--- src/hdl/acr_pkg.sv ---
// Shared types and constants for the associative cache replacement block.
// Holds field widths, register indexes, policy codes and the
// controller/datapath command and status structs. No dependencies.
package acr_pkg;

  // Default sizing, handed down from the top level
  localparam int WAYS_DEF     = 16;
  localparam int KEY_BITS_DEF = 16;
  localparam int AGE_BITS_DEF = 16;

  // Fixed port field widths
  localparam int KEY_W      = 16;
  localparam int WAY_W      = 4;
  localparam int TOTAL_W    = 32;
  localparam int POLICY_W   = 2;
  localparam int WIU_W      = 5;
  localparam int LFSR_W     = 16;
  localparam int CFG_IDX_W  = 2;
  localparam int CFG_DATA_W = 16;

  // Replacement policy codes; the unused code behaves as LRU
  localparam logic [POLICY_W-1:0] POL_LRU  = 2'd0;
  localparam logic [POLICY_W-1:0] POL_MRU  = 2'd1;
  localparam logic [POLICY_W-1:0] POL_RAND = 2'd2;

  // Configuration register indexes
  localparam logic [CFG_IDX_W-1:0] CFG_POLICY = 2'd0;
  localparam logic [CFG_IDX_W-1:0] CFG_WAYS   = 2'd1;
  localparam logic [CFG_IDX_W-1:0] CFG_SEED   = 2'd2;

  // Reset values and LFSR feedback
  localparam logic [WIU_W-1:0]  WIU_RESET  = 5'd16;
  localparam logic [LFSR_W-1:0] SEED_RESET = 16'd1;
  localparam logic [LFSR_W-1:0] LFSR_TAPS  = 16'hB400;

  // Controller to datapath commands
  typedef struct packed {
    logic load_key;
    logic age_step;
    logic count;
    logic commit_direct;
    logic scan_start;
    logic scan_step;
    logic rand_start;
    logic take_rem;
    logic commit_victim;
    logic out_load;
  } cmd_t;

  // Datapath to controller status
  typedef struct packed {
    logic hit;
    logic empty;
    logic rand_pol;
    logic scan_last;
    logic rem_done;
  } sts_t;

endpackage

--- src/hdl/acr_urem.sv ---
// Bit-serial unsigned remainder unit, one dividend bit per cycle.
// Used to reduce the LFSR value modulo the ways in use. Depends on nothing.
module acr_urem #(
  parameter int NUM_W = 16,
  parameter int DEN_W = 5
) (
  input  logic             clk_i,
  input  logic             rst_ni,
  input  logic             start_i,
  input  logic [NUM_W-1:0] num_i,
  input  logic [DEN_W-1:0] den_i,
  output logic             done_o,
  output logic [DEN_W-1:0] rem_o
);

  localparam int CW = $clog2(NUM_W + 1);

  logic [NUM_W-1:0] num_q;
  logic [DEN_W-1:0] rem_q;
  logic [CW-1:0]    cnt_q;
  logic             busy_q;
  logic             done_q;
  logic [DEN_W:0]   shifted;
  logic [DEN_W:0]   diff;
  logic             ge;
  logic [DEN_W-1:0] rem_d;

  // Shift in the next dividend bit and subtract the divisor if it fits
  always_comb begin
    shifted = {rem_q, num_q[NUM_W-1]};
    diff    = shifted - {1'b0, den_i};
    ge      = (shifted >= {1'b0, den_i});
    rem_d   = ge ? diff[DEN_W-1:0] : shifted[DEN_W-1:0];
  end

  // Sequence control
  always_ff @(posedge clk_i or negedge rst_ni) begin
    if (!rst_ni) begin
      busy_q <= 1'b0;
      done_q <= 1'b0;
      cnt_q  <= '0;
    end else begin
      done_q <= 1'b0;
      if (start_i) begin
        busy_q <= 1'b1;
        cnt_q  <= '0;
      end else if (busy_q) begin
        cnt_q <= cnt_q + CW'(1);
        if (cnt_q == CW'(NUM_W - 1)) begin
          busy_q <= 1'b0;
          done_q <= 1'b1;
        end
      end
    end
  end

  // Partial remainder and dividend shift register
  always_ff @(posedge clk_i) begin
    if (start_i) begin
      num_q <= num_i;
      rem_q <= '0;
    end else if (busy_q) begin
      num_q <= {num_q[NUM_W-2:0], 1'b0};
      rem_q <= rem_d;
    end
  end

  assign done_o = done_q;
  assign rem_o  = rem_q;

endmodule

--- src/hdl/acr_dpath.sv ---
// Datapath of the cache directory: tags, valid bits, ages, config registers,
// LFSR, victim scan, hit and miss totals and the output register.
// Depends on acr_pkg and acr_urem.
module acr_dpath #(
  parameter int WAYS     = acr_pkg::WAYS_DEF,
  parameter int KEY_BITS = acr_pkg::KEY_BITS_DEF,
  parameter int AGE_BITS = acr_pkg::AGE_BITS_DEF
) (
  input  logic                            clk_i,
  input  logic                            rst_ni,
  input  acr_pkg::cmd_t                   cmd_i,
  output acr_pkg::sts_t                   sts_o,
  input  logic                            cfg_we_i,
  input  logic [acr_pkg::CFG_IDX_W-1:0]   cfg_index_i,
  input  logic [acr_pkg::CFG_DATA_W-1:0]  cfg_data_i,
  input  logic [acr_pkg::KEY_W-1:0]       key_i,
  output logic                            hit_o,
  output logic [acr_pkg::WAY_W-1:0]       way_o,
  output logic                            evicted_o,
  output logic [acr_pkg::KEY_W-1:0]       evicted_key_o,
  output logic [acr_pkg::TOTAL_W-1:0]     hit_total_o,
  output logic [acr_pkg::TOTAL_W-1:0]     miss_total_o
);
  import acr_pkg::*;

  localparam int IDX_W = (WAYS > 1) ? $clog2(WAYS) : 1;
  localparam int CNT_W = $clog2(WAYS + 1);
  localparam logic [AGE_BITS-1:0] AGE_MAX = '1;

  // Configuration and LFSR
  logic [POLICY_W-1:0] policy_q;
  logic [WIU_W-1:0]    wiu_q;
  logic [LFSR_W-1:0]   lfsr_q;
  logic [LFSR_W-1:0]   lfsr_nxt;

  // Directory storage
  logic [KEY_BITS-1:0] tag_q   [WAYS];
  logic [AGE_BITS-1:0] age_q   [WAYS];
  logic [WAYS-1:0]     valid_q;
  logic [KEY_BITS-1:0] key_q;

  // Lookup
  logic [CNT_W-1:0] n_eff;
  logic [WAYS-1:0]  in_use;
  logic             hit;
  logic             empty;
  logic [IDX_W-1:0] hit_way;
  logic [IDX_W-1:0] empty_way;
  logic [IDX_W-1:0] dir_way;

  // Victim scan
  logic [IDX_W-1:0]    scan_idx_q;
  logic [IDX_W-1:0]    vict_q;
  logic [AGE_BITS-1:0] best_age_q;
  logic [AGE_BITS-1:0] scan_age;
  logic                lru;
  logic                take;
  logic                rem_done;
  logic [CNT_W-1:0]    rem;

  // Write port
  logic             wr_fill;
  logic             wr_clear;
  logic [IDX_W-1:0] wr_way;

  // Totals and results
  logic [TOTAL_W-1:0] hits_q;
  logic [TOTAL_W-1:0] misses_q;
  logic               res_hit_q;
  logic [IDX_W-1:0]   res_way_q;
  logic               res_ev_q;
  logic [KEY_W-1:0]   res_evkey_q;
  logic               o_hit_q;
  logic [WAY_W-1:0]   o_way_q;
  logic               o_ev_q;
  logic [KEY_W-1:0]   o_evkey_q;
  logic [TOTAL_W-1:0] o_hits_q;
  logic [TOTAL_W-1:0] o_misses_q;

  // Advance the Galois LFSR by one step
  assign lfsr_nxt = {1'b0, lfsr_q[LFSR_W-1:1]} ^ (lfsr_q[0] ? LFSR_TAPS : '0);

  // Take config writes; a zero seed loads one
  always_ff @(posedge clk_i or negedge rst_ni) begin
    if (!rst_ni) begin
      policy_q <= POL_LRU;
      wiu_q    <= WIU_RESET;
      lfsr_q   <= SEED_RESET;
    end else begin
      if (cfg_we_i) begin
        unique case (cfg_index_i)
          CFG_POLICY: policy_q <= cfg_data_i[POLICY_W-1:0];
          CFG_WAYS:   wiu_q    <= cfg_data_i[WIU_W-1:0];
          default:    ;
        endcase
      end
      // Step the LFSR for a random pick, else load a written seed
      if (cmd_i.rand_start) begin
        lfsr_q <= lfsr_nxt;
      end else if (cfg_we_i && (cfg_index_i == CFG_SEED)) begin
        lfsr_q <= (cfg_data_i == '0) ? SEED_RESET : cfg_data_i;
      end
    end
  end

  // Clamp ways in use to 1..WAYS
  always_comb begin
    if (wiu_q == '0) begin
      n_eff = CNT_W'(1);
    end else if (32'(wiu_q) > 32'(WAYS)) begin
      n_eff = CNT_W'(WAYS);
    end else begin
      n_eff = CNT_W'(wiu_q);
    end
  end

  always_comb begin
    for (int i = 0; i < WAYS; i++) begin
      in_use[i] = (CNT_W'(i) < n_eff);
    end
  end

  // Hold the key of the current item
  always_ff @(posedge clk_i) begin
    if (cmd_i.load_key) begin
      key_q <= KEY_BITS'(key_i);
    end
  end

  // Parallel tag match and empty-way search, lowest index wins
  always_comb begin
    hit       = 1'b0;
    hit_way   = '0;
    empty     = 1'b0;
    empty_way = '0;
    for (int i = WAYS - 1; i >= 0; i--) begin
      if (in_use[i] && valid_q[i] && (tag_q[i] == key_q)) begin
        hit     = 1'b1;
        hit_way = IDX_W'(i);
      end
      if (in_use[i] && !valid_q[i]) begin
        empty     = 1'b1;
        empty_way = IDX_W'(i);
      end
    end
  end

  assign dir_way = hit ? hit_way : empty_way;

  // Scan one way per cycle for the oldest or youngest age
  assign scan_age = age_q[scan_idx_q];
  assign lru      = (policy_q != POL_MRU);
  assign take     = (scan_idx_q == '0) ||
                    (lru ? (scan_age > best_age_q) : (scan_age < best_age_q));

  always_ff @(posedge clk_i or negedge rst_ni) begin
    if (!rst_ni) begin
      scan_idx_q <= '0;
      vict_q     <= '0;
      best_age_q <= '0;
    end else begin
      if (cmd_i.scan_start) begin
        scan_idx_q <= '0;
      end else if (cmd_i.scan_step) begin
        scan_idx_q <= scan_idx_q + IDX_W'(1);
        if (take) begin
          vict_q     <= scan_idx_q;
          best_age_q <= scan_age;
        end
      end else if (cmd_i.take_rem) begin
        vict_q <= IDX_W'(rem);
      end
    end
  end

  // Reduce the fresh LFSR value modulo the ways in use
  acr_urem #(
    .NUM_W (LFSR_W),
    .DEN_W (CNT_W)
  ) u_urem (
    .clk_i   (clk_i),
    .rst_ni  (rst_ni),
    .start_i (cmd_i.rand_start),
    .num_i   (lfsr_nxt),
    .den_i   (n_eff),
    .done_o  (rem_done),
    .rem_o   (rem)
  );

  // Select the way written on this access
  assign wr_fill  = (cmd_i.commit_direct && !hit) || cmd_i.commit_victim;
  assign wr_clear = cmd_i.commit_direct || cmd_i.commit_victim;
  assign wr_way   = cmd_i.commit_victim ? vict_q : dir_way;

  always_ff @(posedge clk_i) begin
    if (wr_fill) begin
      tag_q[wr_way] <= key_q;
    end
  end

  // Age valid ways in use, clear the touched way, mark filled ways valid
  always_ff @(posedge clk_i or negedge rst_ni) begin
    if (!rst_ni) begin
      valid_q <= '0;
      for (int i = 0; i < WAYS; i++) begin
        age_q[i] <= '0;
      end
    end else begin
      for (int i = 0; i < WAYS; i++) begin
        if (wr_clear && (wr_way == IDX_W'(i))) begin
          age_q[i] <= '0;
        end else if (cmd_i.age_step && in_use[i] && valid_q[i] &&
                     (age_q[i] != AGE_MAX)) begin
          age_q[i] <= age_q[i] + AGE_BITS'(1);
        end
        if (wr_fill && (wr_way == IDX_W'(i))) begin
          valid_q[i] <= 1'b1;
        end
      end
    end
  end

  // Saturating hit and miss totals
  always_ff @(posedge clk_i or negedge rst_ni) begin
    if (!rst_ni) begin
      hits_q   <= '0;
      misses_q <= '0;
    end else if (cmd_i.count) begin
      if (hit) begin
        if (hits_q != '1) begin
          hits_q <= hits_q + TOTAL_W'(1);
        end
      end else if (misses_q != '1) begin
        misses_q <= misses_q + TOTAL_W'(1);
      end
    end
  end

  // Capture the result of the access
  always_ff @(posedge clk_i) begin
    if (cmd_i.commit_direct) begin
      res_hit_q   <= hit;
      res_way_q   <= dir_way;
      res_ev_q    <= 1'b0;
      res_evkey_q <= '0;
    end else if (cmd_i.commit_victim) begin
      res_hit_q   <= 1'b0;
      res_way_q   <= vict_q;
      res_ev_q    <= 1'b1;
      res_evkey_q <= KEY_W'(tag_q[vict_q]);
    end
  end

  // Output register, loaded once the previous item has left
  always_ff @(posedge clk_i) begin
    if (cmd_i.out_load) begin
      o_hit_q    <= res_hit_q;
      o_way_q    <= WAY_W'(res_way_q);
      o_ev_q     <= res_ev_q;
      o_evkey_q  <= res_evkey_q;
      o_hits_q   <= hits_q;
      o_misses_q <= misses_q;
    end
  end

  assign hit_o         = o_hit_q;
  assign way_o         = o_way_q;
  assign evicted_o     = o_ev_q;
  assign evicted_key_o = o_evkey_q;
  assign hit_total_o   = o_hits_q;
  assign miss_total_o  = o_misses_q;

  // Status toward the controller
  always_comb begin
    sts_o           = '0;
    sts_o.hit       = hit;
    sts_o.empty     = empty;
    sts_o.rand_pol  = (policy_q == POL_RAND);
    sts_o.scan_last = ((CNT_W'(scan_idx_q) + CNT_W'(1)) == n_eff);
    sts_o.rem_done  = rem_done;
  end

endmodule

--- src/hdl/acr_ctrl.sv ---
// Controller state machine of the cache directory: sequences lookup,
// victim scan or random pick, commit and result handoff. Depends on acr_pkg.
module acr_ctrl (
  input  logic          clk_i,
  input  logic          rst_ni,
  input  logic          in_valid_i,
  output logic          in_ready_o,
  output logic          out_valid_o,
  input  logic          out_ready_i,
  input  acr_pkg::sts_t sts_i,
  output acr_pkg::cmd_t cmd_o
);
  import acr_pkg::*;

  localparam logic [2:0] S_IDLE   = 3'd0;
  localparam logic [2:0] S_AGE    = 3'd1;
  localparam logic [2:0] S_SCAN   = 3'd2;
  localparam logic [2:0] S_DIV    = 3'd3;
  localparam logic [2:0] S_COMMIT = 3'd4;
  localparam logic [2:0] S_OUT    = 3'd5;

  logic [2:0] state_q;
  logic [2:0] state_d;
  logic       out_valid_q;
  logic       out_free;

  assign out_free = !out_valid_q || out_ready_i;

  // Next state and commands
  always_comb begin
    cmd_o      = '0;
    state_d    = state_q;
    in_ready_o = 1'b0;
    unique case (state_q)
      S_IDLE: begin
        in_ready_o = 1'b1;
        if (in_valid_i) begin
          cmd_o.load_key = 1'b1;
          state_d        = S_AGE;
        end
      end
      S_AGE: begin
        cmd_o.age_step = 1'b1;
        cmd_o.count    = 1'b1;
        if (sts_i.hit || sts_i.empty) begin
          cmd_o.commit_direct = 1'b1;
          state_d             = S_OUT;
        end else if (sts_i.rand_pol) begin
          cmd_o.rand_start = 1'b1;
          state_d          = S_DIV;
        end else begin
          cmd_o.scan_start = 1'b1;
          state_d          = S_SCAN;
        end
      end
      S_SCAN: begin
        cmd_o.scan_step = 1'b1;
        if (sts_i.scan_last) begin
          state_d = S_COMMIT;
        end
      end
      S_DIV: begin
        if (sts_i.rem_done) begin
          cmd_o.take_rem = 1'b1;
          state_d        = S_COMMIT;
        end
      end
      S_COMMIT: begin
        cmd_o.commit_victim = 1'b1;
        state_d             = S_OUT;
      end
      S_OUT: begin
        if (out_free) begin
          cmd_o.out_load = 1'b1;
          in_ready_o     = 1'b1;
          if (in_valid_i) begin
            cmd_o.load_key = 1'b1;
            state_d        = S_AGE;
          end else begin
            state_d = S_IDLE;
          end
        end
      end
      default: state_d = S_IDLE;
    endcase
  end

  // State and output valid flag
  always_ff @(posedge clk_i or negedge rst_ni) begin
    if (!rst_ni) begin
      state_q     <= S_IDLE;
      out_valid_q <= 1'b0;
    end else begin
      state_q <= state_d;
      if (cmd_o.out_load) begin
        out_valid_q <= 1'b1;
      end else if (out_ready_i) begin
        out_valid_q <= 1'b0;
      end
    end
  end

  assign out_valid_o = out_valid_q;

endmodule

--- src/hdl/assoc_cache_replacement_top.sv ---
// A hit or a fill of an empty way commits in the lookup state itself; a
// full-cache miss first scans the ways under LRU or MRU (one age compare per
// way in use) or waits under random replacement for the 16-step bit-serial
// remainder of the LFSR value. One item is in flight at a time. Reset
// empties the directory, zeroes the totals and loads the config defaults and
// LFSR seed at once; no clearing pass.
module assoc_cache_replacement_top #(
  parameter int WAYS     = acr_pkg::WAYS_DEF,
  parameter int KEY_BITS = acr_pkg::KEY_BITS_DEF,
  parameter int AGE_BITS = acr_pkg::AGE_BITS_DEF
) (
  input  logic                            clk_i,
  input  logic                            rst_ni,
  input  logic                            cfg_valid_i,
  output logic                            cfg_ready_o,
  input  logic [acr_pkg::CFG_IDX_W-1:0]   cfg_index_i,
  input  logic [acr_pkg::CFG_DATA_W-1:0]  cfg_data_i,
  input  logic                            in_valid_i,
  output logic                            in_ready_o,
  input  logic [acr_pkg::KEY_W-1:0]       key_i,
  output logic                            out_valid_o,
  input  logic                            out_ready_i,
  output logic                            hit_o,
  output logic [acr_pkg::WAY_W-1:0]       way_o,
  output logic                            evicted_o,
  output logic [acr_pkg::KEY_W-1:0]       evicted_key_o,
  output logic [acr_pkg::TOTAL_W-1:0]     hit_total_o,
  output logic [acr_pkg::TOTAL_W-1:0]     miss_total_o
);
  import acr_pkg::*;

  cmd_t cmd;
  sts_t sts;

  // Config writes are always taken
  assign cfg_ready_o = 1'b1;

  acr_ctrl u_ctrl (
    .clk_i       (clk_i),
    .rst_ni      (rst_ni),
    .in_valid_i  (in_valid_i),
    .in_ready_o  (in_ready_o),
    .out_valid_o (out_valid_o),
    .out_ready_i (out_ready_i),
    .sts_i       (sts),
    .cmd_o       (cmd)
  );

  acr_dpath #(
    .WAYS     (WAYS),
    .KEY_BITS (KEY_BITS),
    .AGE_BITS (AGE_BITS)
  ) u_dpath (
    .clk_i         (clk_i),
    .rst_ni        (rst_ni),
    .cmd_i         (cmd),
    .sts_o         (sts),
    .cfg_we_i      (cfg_valid_i & cfg_ready_o),
    .cfg_index_i   (cfg_index_i),
    .cfg_data_i    (cfg_data_i),
    .key_i         (key_i),
    .hit_o         (hit_o),
    .way_o         (way_o),
    .evicted_o     (evicted_o),
    .evicted_key_o (evicted_key_o),
    .hit_total_o   (hit_total_o),
    .miss_total_o  (miss_total_o)
  );

endmodule

--- config.mk ---
export PLATFORM = sky130hd
export DESIGN_NAME = assoc_cache_replacement_top
export DESIGN_NICKNAME = d
export VERILOG_FILES = /design/src/hdl/acr_pkg.sv /design/src/hdl/acr_urem.sv /design/src/hdl/acr_dpath.sv /design/src/hdl/acr_ctrl.sv /design/src/hdl/assoc_cache_replacement_top.sv
export SDC_FILE = /design/constraint.sdc
export NUM_CORES = 2
export LEC_CHECK = 0
export BUFFER_PORTS_ARGS = -buffer_cell sky130_fd_sc_hd__buf_2
export CORE_ASPECT_RATIO = 2
export CORE_MARGIN = 2
export CORE_UTILIZATION = 40
export DETAILED_ROUTE_END_ITERATION = 8
export PLACE_DENSITY = 0.54
export SLEW_MARGIN = 20
export SYNTH_ARGS = -nofsm -noshare
export SYNTH_HDL_FRONTEND = slang
export SYNTH_SLANG_ARGS = --single-unit
export TNS_END_PERCENT = 30
--- constraint.sdc ---
create_clock -name clk_i -period 9.5 [get_ports clk_i]
set_input_delay 1.425 -clock clk_i [delete_from_list [all_inputs] [get_ports clk_i]]
set_output_delay 1.425 -clock clk_i [all_outputs]
set_load 0.03 [all_outputs]
==> qor.yml <==
floorplan:
  initial_core_util: 0.404
  ios: 128
  core-area_um2: 99900
  die_h_um: 453
  die-area_um2: 104000
  rows: 164
  die_x_um: 229
cts:
  cts_tree: "done"
  clkLatencyLatePin_ns: 0.71
  h-tree-depth: 3
  clock_path_buffers: 3
  cts_setup_buffers: 0
  cts_buffers: 78
  holdBufCountCts: 0
  post_cts_resized: 0
  clk_pin_slew_worst_paths_ns: 0.06
  root_buffer: "clkbuf_16"
  cts_sinks: 795
worst_setup_path:
  cp.arrival_ns: 6.16
  cp-end-kind: "flop"
  critPathMaxStageDelay_ns: 0.89
  path_cells: "nor4_1, nor2b_1, nand3_1, nor4_1, or4_4, or4_4, o311a_2, nor2_2, o21ai_4, buf_4, nor2b_1, buf_4"
  crit_type: "reg2reg"
  cp-start-kind: "flop"
  crit_slowest_cell: "dfstp_2"
  cp_max_fo: 40
  required_ns: 9.87
placement:
  io_buffer_count: 126
  dpl.hpwl_mm: 95.1
  gp_congestion: 0.945
power:
  finalPower_mw: 12.4
  p_int_mw: 7.64
  power_density_nw_per_um2: 274
  switching_share: 0.382
  p_clk_frac: 0.272
  seq_power_share: 0.394
  p_switching_mw: 4.72
  irDropWorstVdd_mv: 0.193
  p_leak_nw: 17.1
  p_comb_frac: 0.334
synthesis:
  syn_avg_cell_area_um2: 12.1
  yosys_warnings: 0
  netlist.top_cell.by_area: "edfxtp_1"
  yosysSeqAreaShare: 0.537
  ys.flop_type: "dfrtp_1"
  synthArstFlopShare: 0.496
  synthesis.area_um2: 40400
  synth_seq_cells: 795
  synth_most_common_cell: "dfrtp_1"
  yosys-top-cells-count: "392 x dfrtp_1, 379 x edfxtp_1, 360 x nor2_1"
  synth-edff-count: 379
  syn_nets: 3417
  synth_top_cell_area_share: 0.282
  postSynthCellCount: 3335
  synthTopCellsByArea: "edfxtp_1 28%, dfrtp_1 24%, mux4_2 8.9%"
  synth_cell_type_count: 102
finish:
  area_growth_pct: 11.8
  nFillCells: 9181
  regArea_um2: 21700
  drive_gt1_frac: 0.160
  finalNetCount: 3532
  multi_input_area_um2: 17600
timing:
  skew_ns: 0.0394
  rsz0062_at_grt: "no"
  worstMarginPinSlew_ns: 1.04
  max_slew_margin: 0.306
  min_period_ns: 5.80
  post-route-period-util: 0.610
  setup_viol: 0
  hold_viol_final: 0
  slew_violations: 0
  clock.fmax_mhz: 172
  tns_ns: 0
drt:
  wirelength_mm: 126
  drt_pass1_iterations: 5
  vias: 27000
  ant_nets: 0
  drc_errors: 0
  drt_iter0_markers: 1688
  wl_per_cell_um: 26.0
  viasPerCell: 5.57
global_routing:
  grt_pass1_wl_mm: 185
  overflow: 0
  track_usage: 0.246
  grt_pass1_vias: 28200
  grt_max_degree: 132
  grt_antenna_before_repair: 7
status:
  status: "finished clean"
hold_path:
  hold_path.class: "reg2reg"
flow_run:
  drv_cap: 0
-- cell type report --
type                    instances  share of cell area
inverters                      68             0.00566
diodes                          2            0.000111
clock inverters                46              0.0139
repair buffers                189              0.0252
well taps                    1328              0.0368
multi-input cells            2318               0.391
flip-flops and latches        795               0.481
clock buffers                 100              0.0464
-- worst paths after layout --
path	from	to	slack (ns)	cells after the start
setup reg to reg	u_dpath.wiu_q[4]$_DFFE_PN1P_	u_dpath.tag_q[15][1]$_DFFE_PP_	3.70	12
setup / recovery	u_dpath.wiu_q[4]$_DFFE_PN1P_	u_dpath.tag_q[15][1]$_DFFE_PP_	3.70	12
hold reg to reg	u_dpath.res_evkey_q[8]$_SDFFE_PP0P_	u_dpath.evicted_key_o[8]$_DFFE_PP_	0.43	0
max in group asynchronous	rst_ni	u_dpath.vict_q[0]$_DFFE_PN0P_	7.33	2
min in group asynchronous	rst_ni	u_dpath.hits_q[26]$_DFFE_PN0P_	0.76	1
hold / removal	u_dpath.res_evkey_q[8]$_SDFFE_PP0P_	u_dpath.evicted_key_o[8]$_DFFE_PP_	0.43	0
-- kinds of logic after synthesis --
kind of cell / Yosys count / synth area share
and+or+nand+nor: 1180 / 0.143
DFF: 795 / 0.537
xor gates and xnor gates: 565 / 0.123
AOI/OAI and AO/OA: 300 / 0.0500
muxes: 227 / 0.107
buffers and inverters: 222 / 0.0261
adders and majority gates: 45 / 0.0140
other: 1 / 0.0000929
-- metrics by stage --
step	std cells	worst slack, ns	hold slack (ns)	area, µm²	utilization
after global placement	4698	3.95	0.412	42400	0.424
after global routing	4846	3.51	0.441	45100	0.451
after CTS	4844	3.82	0.431	45100	0.451
after floorplan	3335	1.52	0.400	40400	-
final	4846	3.70	0.430	45100	0.451
after detailed placement	4698	3.85	0.416	42400	0.424
-- cells in the final DEF, fill, tap and decap left out, types with 8 or more instances in the layout --
master     count
nor3_1        49
a211oi_1      17
edfxtp_1     379
dfrtp_1      388
a21oi_1      108
ha_1          42
mux2i_1       36
and3_1        52
buf_4         61
nor2_1       359
or2_2         13
mux2_2        31
xnor2_1      302
a31oi_1        8
nand2_1      284
bufinv_16     13
o21ai_0       53
nand3b_1       8
clkinv_1      10
buf_2        125
clkinv_2       9
o21bai_1      10
clkbuf_16     78
nor4_1        54
nand4_1      129
dfxtp_1       22
and4_1        23
xor2_1       263
nor2b_1       18
a21o_1        13
and2_1        19
nand3_1      113
nand2b_1      15
inv_1         67
clkbuf_1      16
mux4_2       160
o21a_1        15
-- power by group through the flow --
| stage | sequential [mW] | combinational [mW] | clock (mW) |
|---|---|---|---|
| after floorplan | 4.90 | 2.65 | 0 |
| after global placement | 4.94 | 4.10 | 0 |
| after detailed placement | 4.94 | 4.12 | 0 |
| after CTS | 4.87 | 4.13 | 3.44 |
| after global routing | 4.93 | 4.37 | 3.57 |
| final | 4.87 | 4.13 | 3.37 |
-- sequential cells by signal, summed over array words and instances (netlist names), 3 cells and up --
name / cells
u_dpath.age_q: 256
u_dpath.tag_q: 256
u_dpath.hit_total_o: 32
u_dpath.hits_q: 32
u_dpath.miss_total_o: 32
u_dpath.misses_q: 32
u_dpath.best_age_q: 16
u_dpath.evicted_key_o: 16
u_dpath.key_q: 16
u_dpath.lfsr_q: 16
u_dpath.res_evkey_q: 16
u_dpath.u_urem.num_q: 16
u_dpath.valid_q: 16
u_dpath.u_urem.cnt_q: 5
u_dpath.u_urem.rem_o: 5
u_dpath.wiu_q: 5
u_dpath.res_way_q: 4
u_dpath.scan_idx_q: 4
u_dpath.vict_q: 4
u_dpath.way_o: 4
u_ctrl.state_q: 3
-- worst max-delay path: cells and delay by family, from the launching register on --
kind	cells	cell delay [ns]
AOI/OAI and AO/OA	2	1.06
buffers and inverters	2	0.87
DFF	1	0.89
and+or+nand+nor	8	2.60
-- per-layer routing --
layer | wire [µm] | vias to the layer above | GRT usage
li1 | - | 12300 | -
met1 | 39900 | 13600 | 0.227
met2 | 67300 | 785 | 0.454
met3 | 4540 | 358 | 0.0321
met4 | 14400 | 4 | 0.244
met5 | 27 | - | 0
No activity file was read; power rests on OpenSTA's default activity.
